[src/hdl/lemsq_pkg.sv]
// Package for the lamp effect mode sequencer: beat structs, codes, timing
// constants and the controller/datapath command and status structs.
// Depends on nothing; every other file of the block imports it.
package lemsq_pkg;

  localparam int DIV_W       = 32;
  localparam int DVS_W       = 10;
  localparam int DIV_STEPS   = 4;
  localparam int DIV_CYCLES  = DIV_W / DIV_STEPS;
  localparam int DIV_CNT_W   = $clog2(DIV_CYCLES);
  localparam int LEVEL_W     = 8;
  localparam int MUL_W       = DVS_W + LEVEL_W;
  localparam int CFG_IDX_W   = 1;
  localparam int CFG_DATA_W  = 8;

  localparam logic [DIV_W-1:0] BREATHE_MS   = 32'd10000;
  localparam logic [DIV_W-1:0] VIB_DELAY_MS = 32'd500;

  localparam logic [DVS_W-1:0] BLINK_PERIOD     = 10'd200;
  localparam logic [DVS_W-1:0] BLINK_MID        = 10'd100;
  localparam logic [DVS_W-1:0] BLINK_FALL_START = 10'd101;
  localparam logic [DVS_W-1:0] BLINK_FALL_SPAN  = 10'd99;
  localparam logic [DVS_W-1:0] PERIOD_MAX       = 10'd1000;
  // The period shrinks by 800 ms over 10 s, which is 2t/25.
  localparam logic [DVS_W-1:0] PERIOD_SLOPE_DIV = 10'd25;

  localparam logic [7:0] CMD_SAMPLE = 8'hFF;

  localparam logic [LEVEL_W-1:0] PEAK_RESET = 8'd177;

  typedef enum logic [1:0] {
    MODE_BLINK   = 2'd0,
    MODE_OFF     = 2'd1,
    MODE_BREATHE = 2'd2,
    MODE_IDLE    = 2'd3
  } mode_e;

  typedef enum logic [1:0] {
    SND_NONE = 2'd0,
    SND_STOP = 2'd1,
    SND_PLAY = 2'd2
  } sound_e;

  typedef enum logic [CFG_IDX_W-1:0] {
    REG_PEAK_LEVEL     = 1'b0,
    REG_PLAYER_PRESENT = 1'b1
  } cfg_reg_e;

  typedef enum logic [1:0] {
    JOB_NONE,
    JOB_BLINK,
    JOB_BREATHE
  } job_e;

  typedef enum logic [2:0] {
    OP_BLINK_MOD,
    OP_BLINK_SCALE,
    OP_BREATHE_PERIOD,
    OP_BREATHE_MOD,
    OP_BREATHE_SCALE
  } op_e;

  typedef enum logic [2:0] {
    ST_IDLE,
    ST_BLINK_MOD,
    ST_BLINK_SCALE,
    ST_BREATHE_PERIOD,
    ST_BREATHE_MOD,
    ST_BREATHE_SCALE,
    ST_DONE
  } state_e;

  typedef struct packed {
    logic [31:0] now_ms;
    logic [3:0]  buttons;
    logic        command_valid;
    logic [7:0]  command_value;
  } in_beat_t;

  typedef struct packed {
    logic [7:0] lamp_level;
    logic       vibration_on;
    logic [1:0] sound_command;
    logic [1:0] active_mode;
  } out_beat_t;

  typedef struct packed {
    logic accept;
    logic div_start;
    op_e  div_op;
    logic set_lamp;
    logic load_out;
  } ctrl_t;

  typedef struct packed {
    job_e job;
    logic div_done;
    logic out_free;
  } stat_t;

  typedef struct packed {
    mode_e      mode;
    logic       pending;
    logic [7:0] remembered;
  } pat_state_t;

  function automatic pat_state_t apply_pattern(pat_state_t s, logic [7:0] pattern,
                                               logic forced);
    pat_state_t r;
    r = s;
    if (forced) begin
      r.remembered = 8'd0;
    end
    if (r.remembered != pattern) begin
      r.remembered = pattern;
      priority if (pattern[0]) begin
        r.mode    = MODE_BLINK;
        r.pending = 1'b1;
      end else if (pattern[1]) begin
        r.mode    = MODE_OFF;
        r.pending = 1'b1;
      end else if (pattern[2]) begin
        r.mode    = MODE_BREATHE;
        r.pending = 1'b1;
      end else if (pattern[3]) begin
        r.mode    = MODE_IDLE;
        r.pending = 1'b1;
      end else begin
        r.mode = s.mode;
      end
    end
    return r;
  endfunction

endpackage

[src/hdl/lemsq_div.sv]
// Iterative restoring divider, several quotient bits per cycle.
// Unsigned 32-bit dividend by a narrow divisor; depends on lemsq_pkg.
module lemsq_div (
  input  logic                       clk_i,
  input  logic                       rst_ni,
  input  logic                       start_i,
  input  logic [lemsq_pkg::DIV_W-1:0] dividend_i,
  input  logic [lemsq_pkg::DVS_W-1:0] divisor_i,
  output logic                       done_o,
  output logic [lemsq_pkg::DIV_W-1:0] quot_o,
  output logic [lemsq_pkg::DVS_W-1:0] rem_o
);
  import lemsq_pkg::*;

  localparam logic [DIV_CNT_W-1:0] CntLast = DIV_CNT_W'(DIV_CYCLES - 1);

  logic                 busy_q;
  logic [DIV_CNT_W-1:0] cnt_q;
  logic                 done_q;
  logic [DIV_W-1:0]     quot_q, quot_d;
  logic [DVS_W-1:0]     rem_q, rem_d;
  logic [DVS_W-1:0]     dvs_q;

  always_comb begin
    logic [DVS_W:0] trial;
    logic           qbit;
    quot_d = quot_q;
    rem_d  = rem_q;
    for (int i = 0; i < DIV_STEPS; i++) begin
      trial = {rem_d, quot_d[DIV_W-1]};
      if (trial >= {1'b0, dvs_q}) begin
        rem_d = DVS_W'(trial - {1'b0, dvs_q});
        qbit  = 1'b1;
      end else begin
        rem_d = trial[DVS_W-1:0];
        qbit  = 1'b0;
      end
      quot_d = {quot_d[DIV_W-2:0], qbit};
    end
  end

  always_ff @(posedge clk_i or negedge rst_ni) begin
    if (!rst_ni) begin
      busy_q <= 1'b0;
      cnt_q  <= '0;
      done_q <= 1'b0;
    end else begin
      done_q <= 1'b0;
      if (start_i) begin
        busy_q <= 1'b1;
        cnt_q  <= '0;
      end else if (busy_q) begin
        cnt_q <= cnt_q + 1'b1;
        if (cnt_q == CntLast) begin
          busy_q <= 1'b0;
          done_q <= 1'b1;
        end
      end
    end
  end

  always_ff @(posedge clk_i) begin
    if (start_i) begin
      quot_q <= dividend_i;
      rem_q  <= '0;
      dvs_q  <= divisor_i;
    end else if (busy_q) begin
      quot_q <= quot_d;
      rem_q  <= rem_d;
    end
  end

  assign done_o = done_q;
  assign quot_o = quot_q;
  assign rem_o  = rem_q;

endmodule

[src/hdl/lemsq_ctrl.sv]
// Controller of the sequencer: accepts a beat, sequences the divisions of
// the blink or breathe effect and hands the result to the output register.
// Depends on lemsq_pkg.
module lemsq_ctrl (
  input  logic             clk_i,
  input  logic             rst_ni,
  input  logic             in_valid_i,
  output logic             in_ready_o,
  input  lemsq_pkg::stat_t stat_i,
  output lemsq_pkg::ctrl_t ctrl_o
);
  import lemsq_pkg::*;

  state_e state_q, state_d;

  always_ff @(posedge clk_i or negedge rst_ni) begin
    if (!rst_ni) begin
      state_q <= ST_IDLE;
    end else begin
      state_q <= state_d;
    end
  end

  always_comb begin
    state_d = state_q;
    unique case (state_q)
      ST_IDLE: begin
        if (in_valid_i) begin
          unique case (stat_i.job)
            JOB_BLINK:   state_d = ST_BLINK_MOD;
            JOB_BREATHE: state_d = ST_BREATHE_PERIOD;
            default:     state_d = ST_DONE;
          endcase
        end
      end
      ST_BLINK_MOD:      if (stat_i.div_done) state_d = ST_BLINK_SCALE;
      ST_BLINK_SCALE:    if (stat_i.div_done) state_d = ST_DONE;
      ST_BREATHE_PERIOD: if (stat_i.div_done) state_d = ST_BREATHE_MOD;
      ST_BREATHE_MOD:    if (stat_i.div_done) state_d = ST_BREATHE_SCALE;
      ST_BREATHE_SCALE:  if (stat_i.div_done) state_d = ST_DONE;
      ST_DONE:           if (stat_i.out_free) state_d = ST_IDLE;
      default:           state_d = ST_IDLE;
    endcase
  end

  always_comb begin
    ctrl_o     = '{accept: 1'b0, div_start: 1'b0, div_op: OP_BLINK_MOD,
                   set_lamp: 1'b0, load_out: 1'b0};
    in_ready_o = 1'b0;
    unique case (state_q)
      ST_IDLE: begin
        in_ready_o    = 1'b1;
        ctrl_o.accept = in_valid_i;
        if (in_valid_i && stat_i.job == JOB_BLINK) begin
          ctrl_o.div_start = 1'b1;
          ctrl_o.div_op    = OP_BLINK_MOD;
        end else if (in_valid_i && stat_i.job == JOB_BREATHE) begin
          ctrl_o.div_start = 1'b1;
          ctrl_o.div_op    = OP_BREATHE_PERIOD;
        end
      end
      ST_BLINK_MOD: begin
        ctrl_o.div_start = stat_i.div_done;
        ctrl_o.div_op    = OP_BLINK_SCALE;
      end
      ST_BREATHE_PERIOD: begin
        ctrl_o.div_start = stat_i.div_done;
        ctrl_o.div_op    = OP_BREATHE_MOD;
      end
      ST_BREATHE_MOD: begin
        ctrl_o.div_start = stat_i.div_done;
        ctrl_o.div_op    = OP_BREATHE_SCALE;
      end
      ST_BLINK_SCALE, ST_BREATHE_SCALE: begin
        ctrl_o.set_lamp = stat_i.div_done;
      end
      ST_DONE: begin
        ctrl_o.load_out = stat_i.out_free;
      end
      default: begin
        ctrl_o.load_out = 1'b0;
      end
    endcase
  end

endmodule

[src/hdl/lemsq_dp.sv]
// Datapath of the sequencer: mode and effect state, configuration registers,
// divider operand selection with the level multiplier, and the output register.
// Depends on lemsq_pkg and lemsq_div.
module lemsq_dp (
  input  logic                            clk_i,
  input  logic                            rst_ni,
  input  lemsq_pkg::in_beat_t             in_data_i,
  input  logic                            cfg_we_i,
  input  logic [lemsq_pkg::CFG_IDX_W-1:0]  cfg_idx_i,
  input  logic [lemsq_pkg::CFG_DATA_W-1:0] cfg_wdata_i,
  input  logic                            out_ready_i,
  output logic                            out_valid_o,
  output lemsq_pkg::out_beat_t            out_data_o,
  input  lemsq_pkg::ctrl_t                ctrl_i,
  output lemsq_pkg::stat_t                stat_o
);
  import lemsq_pkg::*;

  logic [LEVEL_W-1:0] peak_q;
  logic               player_q;

  mode_e              mode_q, mode_d;
  logic               pending_q, pending_d;
  logic [7:0]         remembered_q, remembered_d;
  logic               steady_q, steady_d;
  logic [DIV_W-1:0]   start_q, start_d;
  logic [LEVEL_W-1:0] lamp_q, lamp_d;
  logic               vib_q, vib_d;
  sound_e             sound_q, sound_d;

  logic [DIV_W-1:0]   x_q;
  logic [DVS_W-1:0]   period_q;
  logic               fall_q;

  logic               out_valid_q;
  out_beat_t          out_data_q;

  pat_state_t         pat0, pat1, pat2;
  logic [DIV_W-1:0]   elapsed;
  job_e               job;

  logic [DIV_W-1:0]   div_dvd;
  logic [DVS_W-1:0]   div_dvs;
  logic               div_done;
  logic [DIV_W-1:0]   div_quot;
  logic [DVS_W-1:0]   div_rem;
  logic [DVS_W-1:0]   mul_a;
  logic [MUL_W-1:0]   prod;
  logic [DVS_W-1:0]   period_w;
  logic [DVS_W-1:0]   half;
  logic               fall_w;

  always_comb begin
    pat0 = '{mode: mode_q, pending: pending_q, remembered: remembered_q};
    pat1 = pat0;
    if (in_data_i.command_valid) begin
      if (in_data_i.command_value == CMD_SAMPLE) begin
        pat1 = apply_pattern(pat0, {4'd0, in_data_i.buttons}, 1'b0);
      end else begin
        pat1 = apply_pattern(pat0, in_data_i.command_value, 1'b1);
      end
    end
    pat2 = apply_pattern(pat1, {4'd0, in_data_i.buttons}, 1'b0);
  end

  assign elapsed = in_data_i.now_ms - start_q;

  always_comb begin
    job = JOB_NONE;
    if (!pat2.pending) begin
      if (pat2.mode == MODE_BLINK && !steady_q) begin
        job = JOB_BLINK;
      end else if (pat2.mode == MODE_BREATHE && elapsed < BREATHE_MS) begin
        job = JOB_BREATHE;
      end
    end
  end

  always_comb begin
    mode_d       = mode_q;
    pending_d    = pending_q;
    remembered_d = remembered_q;
    steady_d     = steady_q;
    start_d      = start_q;
    lamp_d       = lamp_q;
    vib_d        = vib_q;
    sound_d      = sound_q;
    if (ctrl_i.accept) begin
      mode_d       = pat2.mode;
      pending_d    = 1'b0;
      remembered_d = pat2.remembered;
      sound_d      = SND_NONE;
      if (pat2.pending) begin
        unique case (pat2.mode)
          MODE_BLINK: begin
            start_d  = in_data_i.now_ms;
            steady_d = !steady_q;
            if (!steady_q) begin
              lamp_d = peak_q;
            end
            vib_d   = 1'b0;
            sound_d = SND_STOP;
          end
          MODE_OFF: begin
            steady_d = 1'b0;
            lamp_d   = '0;
            vib_d    = 1'b0;
            sound_d  = SND_STOP;
          end
          MODE_BREATHE: begin
            steady_d = 1'b0;
            start_d  = in_data_i.now_ms;
            vib_d    = 1'b1;
            sound_d  = SND_PLAY;
          end
          default: begin
            sound_d = SND_NONE;
          end
        endcase
      end else if (pat2.mode == MODE_BREATHE) begin
        if (elapsed > VIB_DELAY_MS) begin
          vib_d = 1'b1;
        end
        if (elapsed >= BREATHE_MS) begin
          lamp_d  = '0;
          vib_d   = 1'b0;
          sound_d = SND_STOP;
        end
      end
    end else if (ctrl_i.set_lamp) begin
      lamp_d = fall_q ? peak_q - div_quot[LEVEL_W-1:0] : div_quot[LEVEL_W-1:0];
    end
  end

  assign period_w = PERIOD_MAX - div_quot[DVS_W-1:0];
  assign half     = {1'b0, period_q[DVS_W-1:1]};
  assign prod     = MUL_W'(mul_a) * MUL_W'(peak_q);

  always_comb begin
    div_dvd = in_data_i.now_ms;
    div_dvs = BLINK_PERIOD;
    mul_a   = div_rem;
    fall_w  = 1'b0;
    unique case (ctrl_i.div_op)
      OP_BLINK_MOD: begin
        div_dvd = in_data_i.now_ms;
        div_dvs = BLINK_PERIOD;
      end
      OP_BLINK_SCALE: begin
        if (div_rem <= BLINK_MID) begin
          mul_a   = div_rem;
          div_dvs = BLINK_MID;
        end else begin
          mul_a   = div_rem - BLINK_FALL_START;
          div_dvs = BLINK_FALL_SPAN;
          fall_w  = 1'b1;
        end
        div_dvd = DIV_W'(prod);
      end
      OP_BREATHE_PERIOD: begin
        div_dvd = {elapsed[DIV_W-2:0], 1'b0};
        div_dvs = PERIOD_SLOPE_DIV;
      end
      OP_BREATHE_MOD: begin
        div_dvd = x_q;
        div_dvs = period_w;
      end
      OP_BREATHE_SCALE: begin
        if (div_rem < half) begin
          mul_a   = div_rem;
          div_dvs = half;
        end else begin
          mul_a   = div_rem - half;
          div_dvs = period_q - half;
          fall_w  = 1'b1;
        end
        div_dvd = DIV_W'(prod);
      end
      default: begin
        div_dvd = in_data_i.now_ms;
      end
    endcase
  end

  lemsq_div u_div (
    .clk_i      (clk_i),
    .rst_ni     (rst_ni),
    .start_i    (ctrl_i.div_start),
    .dividend_i (div_dvd),
    .divisor_i  (div_dvs),
    .done_o     (div_done),
    .quot_o     (div_quot),
    .rem_o      (div_rem)
  );

  always_ff @(posedge clk_i or negedge rst_ni) begin
    if (!rst_ni) begin
      peak_q       <= PEAK_RESET;
      player_q     <= 1'b0;
      mode_q       <= MODE_BLINK;
      pending_q    <= 1'b1;
      remembered_q <= '0;
      steady_q     <= 1'b0;
      start_q      <= '0;
      lamp_q       <= '0;
      vib_q        <= 1'b0;
      sound_q      <= SND_NONE;
      out_valid_q  <= 1'b0;
    end else begin
      if (cfg_we_i) begin
        unique case (cfg_idx_i)
          REG_PEAK_LEVEL:     peak_q   <= cfg_wdata_i;
          REG_PLAYER_PRESENT: player_q <= cfg_wdata_i[0];
        endcase
      end
      mode_q       <= mode_d;
      pending_q    <= pending_d;
      remembered_q <= remembered_d;
      steady_q     <= steady_d;
      start_q      <= start_d;
      lamp_q       <= lamp_d;
      vib_q        <= vib_d;
      sound_q      <= sound_d;
      if (ctrl_i.load_out) begin
        out_valid_q <= 1'b1;
      end else if (out_ready_i) begin
        out_valid_q <= 1'b0;
      end
    end
  end

  always_ff @(posedge clk_i) begin
    if (ctrl_i.accept) begin
      x_q <= elapsed;
    end
    if (ctrl_i.div_start) begin
      fall_q <= fall_w;
    end
    if (ctrl_i.div_start && ctrl_i.div_op == OP_BREATHE_MOD) begin
      period_q <= period_w;
    end
    if (ctrl_i.load_out) begin
      out_data_q.lamp_level    <= lamp_q;
      out_data_q.vibration_on  <= vib_q;
      out_data_q.sound_command <= player_q ? sound_q : SND_NONE;
      out_data_q.active_mode   <= mode_q;
    end
  end

  assign out_valid_o     = out_valid_q;
  assign out_data_o      = out_data_q;
  assign stat_o.job      = job;
  assign stat_o.div_done = div_done;
  assign stat_o.out_free = !out_valid_q || out_ready_i;

endmodule

[src/hdl/lamp_effect_mode_sequencer.sv]
// Top level of the lamp effect mode sequencer: controller, datapath and the
// configuration port. Depends on lemsq_pkg, lemsq_ctrl and lemsq_dp.
//
// Usage: each input beat is one tick (timestamp, button bits, optional
// forced command). Every accepted beat yields exactly one output beat with
// the lamp level, vibration drive, a one-tick sound command and the mode.
// Both channels are valid/ready; configuration is a plain write port
// (index 0 peak level, index 1 player present) used while the block is idle.
// Ticks that only update state go straight to the output register. A blink
// tick runs two divisions and a breathing tick three, one after the other,
// on the shared divider, which retires four quotient bits per cycle.
// One beat is processed at a time; in_ready_o is high whenever the
// sequencer has no beat in flight, also while a finished result waits in
// the output register. If the receiver stalls, the next beat is computed
// and then held until the output register frees up. Reset returns the
// mode and effect state, the controller state and both configuration
// registers to their defaults; no output beat is pending after reset.
module lamp_effect_mode_sequencer (
  input  logic                            clk_i,
  input  logic                            rst_ni,
  input  logic                            in_valid_i,
  output logic                            in_ready_o,
  input  lemsq_pkg::in_beat_t             in_data_i,
  output logic                            out_valid_o,
  input  logic                            out_ready_i,
  output lemsq_pkg::out_beat_t            out_data_o,
  input  logic                            cfg_we_i,
  input  logic [lemsq_pkg::CFG_IDX_W-1:0]  cfg_idx_i,
  input  logic [lemsq_pkg::CFG_DATA_W-1:0] cfg_wdata_i
);
  import lemsq_pkg::*;

  ctrl_t ctrl;
  stat_t stat;

  lemsq_ctrl u_ctrl (
    .clk_i      (clk_i),
    .rst_ni     (rst_ni),
    .in_valid_i (in_valid_i),
    .in_ready_o (in_ready_o),
    .stat_i     (stat),
    .ctrl_o     (ctrl)
  );

  lemsq_dp u_dp (
    .clk_i       (clk_i),
    .rst_ni      (rst_ni),
    .in_data_i   (in_data_i),
    .cfg_we_i    (cfg_we_i),
    .cfg_idx_i   (cfg_idx_i),
    .cfg_wdata_i (cfg_wdata_i),
    .out_ready_i (out_ready_i),
    .out_valid_o (out_valid_o),
    .out_data_o  (out_data_o),
    .ctrl_i      (ctrl),
    .stat_o      (stat)
  );

endmodule

[config.mk]
export PLATFORM = sky130hd
export DESIGN_NAME = lamp_effect_mode_sequencer
export DESIGN_NICKNAME = d
export VERILOG_FILES = /design/src/hdl/lemsq_pkg.sv /design/src/hdl/lemsq_div.sv /design/src/hdl/lemsq_ctrl.sv /design/src/hdl/lemsq_dp.sv /design/src/hdl/lamp_effect_mode_sequencer.sv
export SDC_FILE = /design/constraint.sdc
export NUM_CORES = 1
export LEC_CHECK = 0
export BUFFER_PORTS_ARGS = -buffer_cell sky130_fd_sc_hd__buf_2
export CORE_MARGIN = 2
export CORE_UTILIZATION = 45
export CTS_CLUSTER_DIAMETER = 50
export DETAILED_ROUTE_END_ITERATION = 7
export MAX_ROUTING_LAYER = met4
export SLEW_MARGIN = 15
export SYNTH_ARGS = -nofsm -noshare
export SYNTH_HDL_FRONTEND = slang
export SYNTH_SLANG_ARGS = --single-unit
[constraint.sdc]
create_clock -name clk_i -period 13.2 [get_ports clk_i]
set_input_delay 0 -clock clk_i [delete_from_list [all_inputs] [get_ports clk_i]]
set_output_delay 0 -clock clk_i [all_outputs]
set_load 0.02 [all_outputs]
==> impl_metrics.toml <==
[clock_tree]
cts_setup_buffers = 0
cts_tree = "done"
cts_buffer_depth = 2
numClockSinks = 181
cts_root_buf = "clkbuf_16"
htreeDepth = 4
clkTransAtPathRegs_ns = 0.08
numCtsBuffers = 17
clk_latency_ns = 0.46

[global_route]
antenna_found_initial = 1
grt_pass1_vias = 14253
grt.total_usage_pct = 26.3
overflow = 0
grt_max_degree = 64
grt_pass1_wl_mm = 78.4

[die]
ios = 74
core.rowCount = 71
core_um2 = 37600
die_w_um = 199
dieHeight_um = 199
initial_core_util_pct = 45.6
fp.dieArea_um2 = 39700

[run]
max_cap_viol_count = 0

[setup_path]
worstPathMaxFanout = 23
rr_worst_depth = 37
path_buf_inv = 2
required_ns = 13.56
start_kind = "register"
timing.rr.end = "u_dp.u_div.rem_o[0]"
path_delay_family = "compound AO/OA/AOI/OAI gates"
slowest_stage = "a2111oi_4"
path_class = "register to register"
crit_top_cell = "ha_1"
r2r_start = "u_dp.u_div.dvs_q[1]"
cp-startpoint = "u_dp.u_div.dvs_q[1]"
r2r_slack_ns = 1.65
endpoint_kind = "register"
cp.arrival_ns = 11.90
critPathMaxStageDelay_ns = 0.85

[yosys]
synthArstFlopShare_pct = 40.3
synth_edf_count = 98
synth.yosys.seq_area_share_pct = 29.0
yosysWarnings = 0
synth_nets = 2206
synth.distinct_cells = 88
ys.flop_type = "edfxtp_1"
synthCells = 1949
syn-cell-area_um2 = 17100
syn-mean-instance-area_um2 = 8.79
ys_ff_latch = 181

[timing]
fin_crit_ns = 11.55
slew-limit-headroom_pct = 24.1
hold_viol_final = 0
rsz0062_at_grt = "false"
clock_skew_ns = 0.0160
report.final.setup_viol = 0
max_clock_freq_ghz = 0.0866
post-route-period-util_pct = 87.5
slew_viol_final = 0
tightest_slew_ns = 1.14
worst_hold_slack_ns = 0.0817
finalSetupTns_ns = 0

[placement]
dp_hpwl_mm = 38.5
port-buffer-count = 73
gp_congestion = 0.939
dp_cells = 2475

[detailed_routing]
antenna_left = 0
post-route-drc-count = 0
wl_mm = 49.7
dr.pass1.iters = 5
num_vias = 14958
post_drt_wl_per_cell_um = 19.4
drtIter0Drc = 1190
vias_per_cell = 5.84

[cells_and_area]
fin_nets = 2293
n_antenna_cell = 0
final_cell_mix = "205 x inv_1, 143 x nand2_1, 142 x ha_1"
multiInputGateArea_um2 = 11100
register_area_um2 = 4980
n_fill_cell = 3543
drive_gt1_share_pct = 10.1
syn2layout_area_growth_pct = 11.7
layoutNonFillerInstCount = 2560
layout_commonest_cell = "inv_1"
utilization_pct = 50.9

[run_status]
status = "finished clean"

[hold_path]
min_path_type = "primary input to async pin"
==> Yosys cell counts (15+ instances only) <==
| cell type | number | area [um^2] |
|---|---|---|
| a211oi_1 | 28 | 210 |
| a21boi_0 | 15 | 113 |
| a21o_1 | 35 | 263 |
| a21oi_1 | 109 | 546 |
| a221oi_1 | 26 | 228 |
| a32oi_1 | 19 | 166 |
| and2_1 | 38 | 238 |
| and3_1 | 17 | 106 |
| clkbuf_1 | 63 | 236 |
| dfrtp_1 | 68 | 1700 |
| edfxtp_1 | 98 | 2940 |
| fa_1 | 56 | 1120 |
| ha_1 | 142 | 1780 |
| inv_1 | 205 | 769 |
| mux2_2 | 44 | 495 |
| mux2i_1 | 39 | 390 |
| nand2_1 | 143 | 537 |
| nand2b_1 | 35 | 219 |
| nand3_1 | 48 | 240 |
| nand4_1 | 21 | 131 |
| nor2_1 | 131 | 492 |
| nor2b_1 | 48 | 300 |
| nor3_1 | 51 | 255 |
| o21a_1 | 23 | 173 |
| o21ai_0 | 119 | 596 |
| o31ai_1 | 28 | 210 |
| xnor2_1 | 51 | 447 |
| xor2_1 | 30 | 263 |
==> per-layer routing <==
layer  routed length (um)  track usage (%)
met1                23400             36.4
met2                23200             41.4
met3                 2050             2.60
met4                 1040             7.10
met5                    0                -
==> registers in the layout (all words and copies together), names as in the netlist, 2 cells and up <==
register and cells:
u_dp.lamp_q 8, u_dp.start_q 32, u_dp.period_q 10, u_dp.peak_q 8, u_dp.u_div.dvs_q 10, u_dp.remembered_q 8
u_dp.sound_q 2, u_ctrl.state_q 3, u_dp.x_q 32, u_dp.mode_q 2, u_dp.u_div.rem_o 10, u_dp.u_div.cnt_q 3
u_dp.out_data_o 13, u_dp.u_div.quot_o 32
==> cell families after synthesis <==
logic type                 count (synthesis)  share of synthesized area (%)
and+or+nand+nor                          589                           17.1
AOI/OAI and AO/OA                        531                           21.2
buffers and inverters                    286                           6.45
adders and majority gates                198                           16.9
DFF                                      181                           29.0
muxes                                     83                           5.17
xor gates and xnor gates                  81                           4.14
==> area by class of cell <==
cell class,instances,share of cell area [%]
Sequential cell,181,26.0
Inverter,207,4.06
Clock inverter,15,0.922
Multi-Input combinational cell,1482,57.9
Clock buffer,17,2.22
Tap cell,511,3.34
Timing Repair Buffer,147,5.52
==> what timing repair did <==
item,4_1_cts,5_1_grt
hold buffers,53,0
gates resized for setup,0,0
endpoints found under the hold margin,128,0
==> per-stage QoR <==
stage	setup WS, ns	instance area [um^2]
floorplan	3.84	17100
global route	0.785	19100
global placement	2.16	18000
detailed placement	1.91	18000
finish	1.65	19100
CTS	1.84	19100
==> how the worst max path moves through the flow <==
stage,depth (start not counted),to,slack (ns)
floorplan,41,u_dp.u_div.quot_o[0],3.84
global placement,37,u_dp.u_div.rem_o[0],2.16
detailed placement,37,u_dp.u_div.rem_o[0],1.91
CTS,37,u_dp.u_div.rem_o[0],1.84
global route,37,u_dp.u_div.rem_o[0],0.79
finish,37,u_dp.u_div.rem_o[0],1.65
Power is left out: the tool's default activity adds up to more than one toggle a clock period on the data nets, which glitch-free logic cannot reach.
